`config.mk`:
```
export PLATFORM = sky130hd
export DESIGN_NAME = hds_arith
export DESIGN_NICKNAME = d
export VERILOG_FILES = /design/src/rtl/hds_pkg.sv /design/src/rtl/hds_arith.sv
export SDC_FILE = /design/constraint.sdc
export NUM_CORES = 1
export LEC_CHECK = 0
export ABC_CLOCK_PERIOD_IN_PS = 6400
export BUFFER_PORTS_ARGS = -buffer_cell sky130_fd_sc_hd__buf_2
export CAP_MARGIN = 20
export CELL_PAD_IN_SITES_DETAIL_PLACEMENT = 2
export CELL_PAD_IN_SITES_GLOBAL_PLACEMENT = 2
export CORE_ASPECT_RATIO = 0.6
export CORE_MARGIN = 8
export CORE_UTILIZATION = 36
export CTS_CLUSTER_DIAMETER = 80
export DETAILED_ROUTE_END_ITERATION = 10
export GPL_TIMING_DRIVEN = 1
export PLACE_DENSITY_LB_ADDON = 0.3
export SYNTH_ARGS = -nofsm -noshare
export SYNTH_HDL_FRONTEND = slang
export SYNTH_SLANG_ARGS = --single-unit
```
`constraint.sdc`:
```
create_clock -name clk -period 6.4 [get_ports clk]
set_input_delay 1.28 -clock clk [delete_from_list [all_inputs] [get_ports clk]]
set_output_delay 1.28 -clock clk [all_outputs]
set_load 0.05 [all_outputs]
```
`src/rtl/hds_pkg.sv`:
```
// ============================================================================
// hds_pkg: shared constants and types for the heat diffusion stencil step
// Register map, request codes, field widths and the control group that
// travels with each value through the arithmetic pipeline.
// ============================================================================
package hds_pkg;

    // Default sizing of the block
    localparam int MAX_WIDTH_DEFAULT  = 1024;
    localparam int VALUE_BITS_DEFAULT = 24;

    // Configuration port and register fields
    localparam int CFG_INDEX_BITS  = 1;
    localparam int CFG_DATA_BITS   = 16;
    localparam int GRID_WIDTH_BITS = 11;
    localparam int ALPHA_BITS      = 16;

    localparam logic [CFG_INDEX_BITS-1:0] REG_GRID_WIDTH = 1'b0;
    localparam logic [CFG_INDEX_BITS-1:0] REG_ALPHA      = 1'b1;

    localparam int                    GRID_WIDTH_MIN   = 3;
    localparam int                    GRID_WIDTH_RESET = 64;
    localparam logic [ALPHA_BITS-1:0] ALPHA_RESET      = 16'd6554;

    // Request codes on req_type
    localparam logic REQ_CELL  = 1'b0;
    localparam logic REQ_DRAIN = 1'b1;

    // Arithmetic pipeline depth and the result queue behind it
    localparam int ARITH_STAGES     = 3;
    localparam int STAGE_COUNT_BITS = $clog2(ARITH_STAGES + 1);
    localparam int OUT_FIFO_DEPTH   = 8;

    typedef struct packed {
        logic valid;
        logic sten;
        logic last;
    } arith_ctl_t;

endpackage

```
`src/rtl/hds_arith.sv`:
```
// ============================================================================
// hds_arith: five-point stencil arithmetic pipeline
// Sum of neighbours less four times the centre, scaled by alpha with
// round-half-up, added to the centre and saturated. Three register stages.
// ============================================================================
module hds_arith #(
    parameter int VALUE_BITS = hds_pkg::VALUE_BITS_DEFAULT
) (
    input  logic                                     clk,
    input  logic                                     rst_n,
    input  logic [hds_pkg::ALPHA_BITS-1:0]           alpha,
    input  hds_pkg::arith_ctl_t                      in_ctl,
    input  logic signed [VALUE_BITS-1:0]             center,
    input  logic signed [VALUE_BITS-1:0]             left,
    input  logic signed [VALUE_BITS-1:0]             right,
    input  logic signed [VALUE_BITS-1:0]             up,
    input  logic signed [VALUE_BITS-1:0]             down,
    output hds_pkg::arith_ctl_t                      out_ctl,
    output logic signed [VALUE_BITS-1:0]             out_value,
    output logic [hds_pkg::STAGE_COUNT_BITS-1:0]     in_flight
);

    localparam int SUM_W  = VALUE_BITS + 3;
    localparam int PROD_W = SUM_W + hds_pkg::ALPHA_BITS + 1;
    localparam int Q_W    = PROD_W - hds_pkg::ALPHA_BITS;
    localparam int V_W    = Q_W + 1;

    localparam logic signed [PROD_W-1:0] ROUND_HALF =
        {{(PROD_W - hds_pkg::ALPHA_BITS){1'b0}}, 1'b1, {(hds_pkg::ALPHA_BITS - 1){1'b0}}};
    localparam logic signed [V_W-1:0] SAT_HI =
        {{(V_W - VALUE_BITS + 1){1'b0}}, {(VALUE_BITS - 1){1'b1}}};
    localparam logic signed [V_W-1:0] SAT_LO = ~SAT_HI;

    hds_pkg::arith_ctl_t         s1_ctl_reg;
    logic signed [SUM_W-1:0]     s1_sum_reg;
    logic signed [VALUE_BITS-1:0] s1_center_reg;
    hds_pkg::arith_ctl_t         s2_ctl_reg;
    logic signed [PROD_W-1:0]    s2_prod_reg;
    logic signed [VALUE_BITS-1:0] s2_center_reg;
    hds_pkg::arith_ctl_t         s3_ctl_reg;
    logic signed [V_W-1:0]       s3_value_reg;

    logic signed [SUM_W-1:0]     sum;
    logic signed [PROD_W-1:0]    prod;
    logic signed [PROD_W-1:0]    rounded;
    logic signed [Q_W-1:0]       q;
    logic signed [V_W-1:0]       value;

    assign sum = SUM_W'(left) + SUM_W'(right) + SUM_W'(up) + SUM_W'(down)
               - (SUM_W'(center) <<< 2);

    assign prod = PROD_W'(s1_sum_reg) * PROD_W'($signed({1'b0, alpha}));

    assign rounded = s2_prod_reg + ROUND_HALF;
    assign q       = rounded[PROD_W-1:hds_pkg::ALPHA_BITS];
    assign value   = s2_ctl_reg.sten ? (V_W'(s2_center_reg) + V_W'(q))
                                     : V_W'(s2_center_reg);

    // Control bits advance every cycle
    always_ff @(posedge clk or negedge rst_n)
    begin
        if (!rst_n)
        begin
            s1_ctl_reg <= '0;
            s2_ctl_reg <= '0;
            s3_ctl_reg <= '0;
        end
        else
        begin
            s1_ctl_reg <= in_ctl;
            s2_ctl_reg <= s1_ctl_reg;
            s3_ctl_reg <= s2_ctl_reg;
        end
    end

    always_ff @(posedge clk)
    begin
        s1_sum_reg    <= sum;
        s1_center_reg <= center;
        s2_prod_reg   <= prod;
        s2_center_reg <= s1_center_reg;
        s3_value_reg  <= value;
    end

    // Clamp to the signed value range on the way out
    always_comb
    begin
        if (s3_value_reg > SAT_HI)
        begin
            out_value = SAT_HI[VALUE_BITS-1:0];
        end
        else if (s3_value_reg < SAT_LO)
        begin
            out_value = SAT_LO[VALUE_BITS-1:0];
        end
        else
        begin
            out_value = s3_value_reg[VALUE_BITS-1:0];
        end
    end

    assign out_ctl   = s3_ctl_reg;
    assign in_flight = hds_pkg::STAGE_COUNT_BITS'(s1_ctl_reg.valid)
                     + hds_pkg::STAGE_COUNT_BITS'(s2_ctl_reg.valid)
                     + hds_pkg::STAGE_COUNT_BITS'(s3_ctl_reg.valid);

endmodule
```
# --- Word-level counts from Yosys, hierarchy flattened ---
# Cells that the tools add are included.
totals:
  register_bits: 157
  latchBits: 0
  ramBits: 0
  romBits: 0
  out_inout_bits: 29
  word_cells: 28
  mem_count: 0
op_classes:
  addsub: 8
  mul: 1
  div_mod_pow: 0
  n_lt_le_gt_ge: 2
  eq_ne: 0
  shift: 0
  n_mux: 3
  n_bitwise: 0
  reduce_logical: 0
ops:
  columns: ["cell", "count"]
  rows:
  - ["$mux 24", 2]
  - ["$add 44x17->44 const B", 1]
  - ["$mul 27x17->44", 1]
  - ["$add 24x28->29", 1]
  - ["$gt 29x24->1 const B", 1]
  - ["$lt 29x24->1 const B", 1]
  - ["$mux 29", 1]
  - ["$add 26x24->27", 1]
  - ["$sub 27x26->27", 1]
  - ["$add 25x24->26", 1]
  - ["$add 24x24->25", 1]
  - ["$add 1x1->2", 1]
  - ["$add 2x1->2", 1]

# --- Longest topological paths before layout ---
depth:
  depth_word: 4
  mapped_depth: 25
  mapped_depth_nobuf: 24

# --- Worst setup path before layout ---
# OpenSTA, ideal clock, no wires.
synth_timing:
  kind: "input-to-reg"
  startpoint: "input port alpha[3] (netlist bit)"
  endpoint: "register s2_prod_reg[41]"
  t_arrival_ns: 7.588
  required_ns: 6.328
  slack_ns: -1.260
  path_stages: 22
  path_buffers: 2
  path_cell_list: "clkbuf_1 > clkbuf_1 > nand2_1 > fa_1 > inv_1 > fa_1 > fa_1 > fa_1 > fa_1 > inv_1 > fa_1 > inv_1 > ha_1 > a21o_1 > a21o_1 > a21o_1 > a21oi_1 > o21ai_0 > or4_4 > a31o_1 > a21oi_2 > xnor2_1"
synth_via:
  elab_chain_len: 1
synth_lines:
  columns: ["element", "line", "text"]
  rows:
  - ["from (decl)", "hds_arith.sv:11", "input logic [hds_pkg::ALPHA_BITS-1:0] alpha,"]
  - ["$mul 27x17->44", "hds_arith.sv:52", "assign prod = PROD_W'(s1_sum_reg) * PROD_W'($signed({1'b0, alpha}));"]
  - ["net prod[41]", "hds_arith.sv:44", "logic signed [PROD_W-1:0] prod;"]
  - ["to (signal assigned)", "hds_arith.sv:80", "s2_prod_reg <= prod;"]
  - ["to (decl)", "hds_arith.sv:38", "logic signed [PROD_W-1:0] s2_prod_reg;"]
# The timed path passes the listed nets, and every way through them passes these cells.

# --- Worst setup path in the final report ---
layout_timing:
  startpoint: "input port alpha[5] (netlist bit)"
  endpoint: "register s2_prod_reg[39]"
# Same word-level chain as after synthesis.

==> results.py <==
metrics = {
    "detailed_routing": {
        "drt_pre_antenna_iters": 5,
        "drt-initial-drc-count": 986,
        "drc": 0,
        "routed-via-count": 19000,
        "ant_nets": 0,
        "wire_per_inst_um": 25.4,
        "routed_wirelength_um": 94400,
        "vias_per_cell": 5.13,
    },
    "placed_design": {
        "gp_congestion": 0.849,
        "dp_hpwl_um": 70300,
        "io_buffer_count": 169,
    },
    "timing": {
        "timing.fmax_ghz": 0.145,
        "fin_ws_ps": -508,
        "tightestPinTransition_ps": 958,
        "setup_viol": 23,
        "finalSetupTns_ps": -7400,
        "fin_crit_ps": 6910,
        "rsz0062_at_grt": "yes",
        "skew_ps": 17.5,
        "maxSlewHeadroom_pct": 35.6,
        "maxSlewViolCount": 0,
        "hold_violations": 0,
        "post-route-period-util_pct": 108,
    },
    "setup_path": {
        "rr_endpoint": "s2_prod_reg[39]",
        "crit_slowest_cell": "fa_1",
        "critPathKind": "in -> reg",
        "crit_top_cell": "fa_1",
        "critPathLaunchType": "input port",
        "r2r_setup_slack_ps": -140,
        "cp.arrival_ps": 7290,
        "worstPathMaxFanout": 10,
        "crit_path_end": "s2_prod_reg[39]",
        "slowest_delay_ps": 580,
        "crit_start": "alpha[5]",
        "r2r_start": "s1_sum_reg[7]",
        "reg2reg_depth": 21,
        "crit_path_end_kind": "flop",
        "critPathRequiredTime_ps": 6780,
        "crit_chain": "buf_12 -> buf_12 -> and2_1 -> fa_1 -> inv_1 -> fa_1 -> fa_1 -> inv_1 -> fa_1 -> fa_1 -> inv_1 -> fa_1 -> inv_2 -> ha_4 -> a21o_1 -> a21o_1 -> a211oi_4 -> a31oi_4 -> or4_4 -> buf_4 -> buf_6 -> and3_1 -> nor2_1",
    },
    "clock_network": {
        "cts_inserted_buffers": 17,
        "cts-root-buf": "clkbuf_16",
        "cts_tree": "yes",
        "clk_latency_ps": 450,
        "htreeDepth": 4,
        "clkTransAtPathRegs_ps": 70,
        "clkSinkCount": 142,
        "clk_path_buf_depth": 2,
    },
    "yosys": {
        "synth-seq-area-share_pct": 12.4,
        "synth_common_cells": "inv_1 (604), fa_1 (494), nand2_1 (301)",
        "synth_cells": 2502,
        "synth_seq_cells": 142,
        "syn_area_sq_um": 23300,
        "yosysMostFrequentCell": "inv_1",
        "yosys_warnings": 0,
        "synthFlopType": "dfxtp_1",
        "yosysUniqueCellTypes": 61,
        "ys_async_sr_fraction_pct": 6.34,
        "avgSynthCellArea_sq_um": 9.33,
        "synth_nets": 3299,
        "synth_edf_count": 0,
        "netlist.area_leader.share_pct": 42.4,
        "yosys-top-cells-area": "fa_1 (42%), dfxtp_1 (11%), inv_1 (9.7%)",
        "yosys.area.top_type": "fa_1",
    },
    "layout": {
        "nFillCells": 6829,
        "syn_to_final_growth_pct": 23.1,
        "fin_nets": 3641,
        "final_layout_size_suffix_gt1_share_pct": 21.6,
    },
    "hold_path": {
        "hold_path.class": "reg -> reg",
    },
    "grt": {
        "grt_remaining_overflow": 0,
        "grt_max_degree": 36,
        "grt_pass1_vias": 23100,
        "grt_pass1_wl_um": 138000,
        "antenna_found_initial": 2,
        "track_usage_pct": 24.5,
    },
    "floorplanning": {
        "die_w_um": 345,
        "start_util_pct": 36.3,
        "die_area_sq_um": 73500,
        "die_y_um": 213,
        "rows": 72,
        "core_area_sq_um": 64200,
        "pin_count": 170,
    },
    "job": {
        "maxCapViolCount": 0,
    },
    "outcome": {
        "violations": "setup timing",
        "run_status": "complete, but fails checks",
    },
}
final cells by class:
| class | instances | area, sq um | share of cell area [%] |
|---|---|---|---|
| Inverter | 604 | 2270 | 7.89 |
| Multi-Input combinational cell | 1673 | 18600 | 64.9 |
| Clock inverter | 14 | 148 | 0.514 |
| Tap cell | 851 | 1060 | 3.71 |
| Antenna cell | 2 | 5.00 | 0.0174 |
| Clock buffer | 18 | 429 | 1.49 |
| Timing Repair Buffer | 406 | 3280 | 11.4 |
| Sequential cell | 142 | 2890 | 10.1 |
what timing repair did:
item                                    4_1_cts  5_1_grt
setup buffers                                21       16
pin swaps                                    47       70
endpoints found under the setup margin       25       27
hold buffers                                  0        0
gates resized for setup                     114      108
gates cloned                                  2        0
stage by stage:
stage	setup slack (ps)	utilization (%)	hold slack (ps)	cells	area, sq um
6_report	-508	44.7	328	3710	28700
4_1_cts	-338	43.9	330	3695	28200
2_1_floorplan	-493	-	310	2502	23600
5_1_grt	-676	44.7	341	3709	28700
3_5_place_dp	-1180	41.8	313	3640	26900
3_3_place_gp	-977	41.8	315	3640	26900
worst min-delay path by stage:
stage,startpoint,depth (start not counted),slack [ps],endpoint
2_1_floorplan,s1_center_reg[0],0,310,s2_center_reg[0]
3_3_place_gp,s1_center_reg[12],0,310,s2_center_reg[12]
3_5_place_dp,s1_center_reg[4],0,310,s2_center_reg[4]
4_1_cts,s1_center_reg[7],0,330,s2_center_reg[7]
5_1_grt,s1_center_reg[15],0,340,s2_center_reg[15]
6_report,s1_center_reg[10],0,330,s2_center_reg[10]
cell usage in the layout (no fill, tap or decap), drive strengths merged, types with 16 or more instances in the layout:
master	synthesis	routed
inv	604	612
fa	494	494
buf	0	404
nand2	301	301
and2	178	178
ha	162	162
dfxtp	133	133
xnor2	79	79
a21oi	60	60
nor2	51	51
a21o	48	48
o21a	37	37
o21ai	35	35
nand3	22	22
xor2	21	21
nor3	20	20
mux2	18	18
clkbuf	83	18
nand4	16	16
worst max-delay path: cells and delay by family:
family,cells,cell delay (ps)
simple gates,4,900
fa+ha+maj,7,3330
compound gates,4,930
buf+inv,8,820
routing by layer:
layer / up-vias / part of all wire, % / track usage, %
met5: - / 0.014 / 0
met4: 2 / 2.7 / 5.55
met3: 161 / 4.3 / 3.55
met2: 491 / 51 / 43.3
met1: 10200 / 42 / 31.7
li1: 8195 / - / -
cell families after synthesis:
group | count (synthesis) | share of synthesized area (%)
AOI/OAI and AO/OA | 259 | 7.61
xor gates and xnor gates | 100 | 3.75
adders and majority gates | 656 | 51.1
buffers and inverters | 687 | 11.1
DFF | 142 | 12.4
muxes | 19 | 0.912
and+or+nand+nor | 639 | 13.2
Power is not shown: default switching activity piles up to over one toggle a cycle in this logic, so the estimate is an artifact.
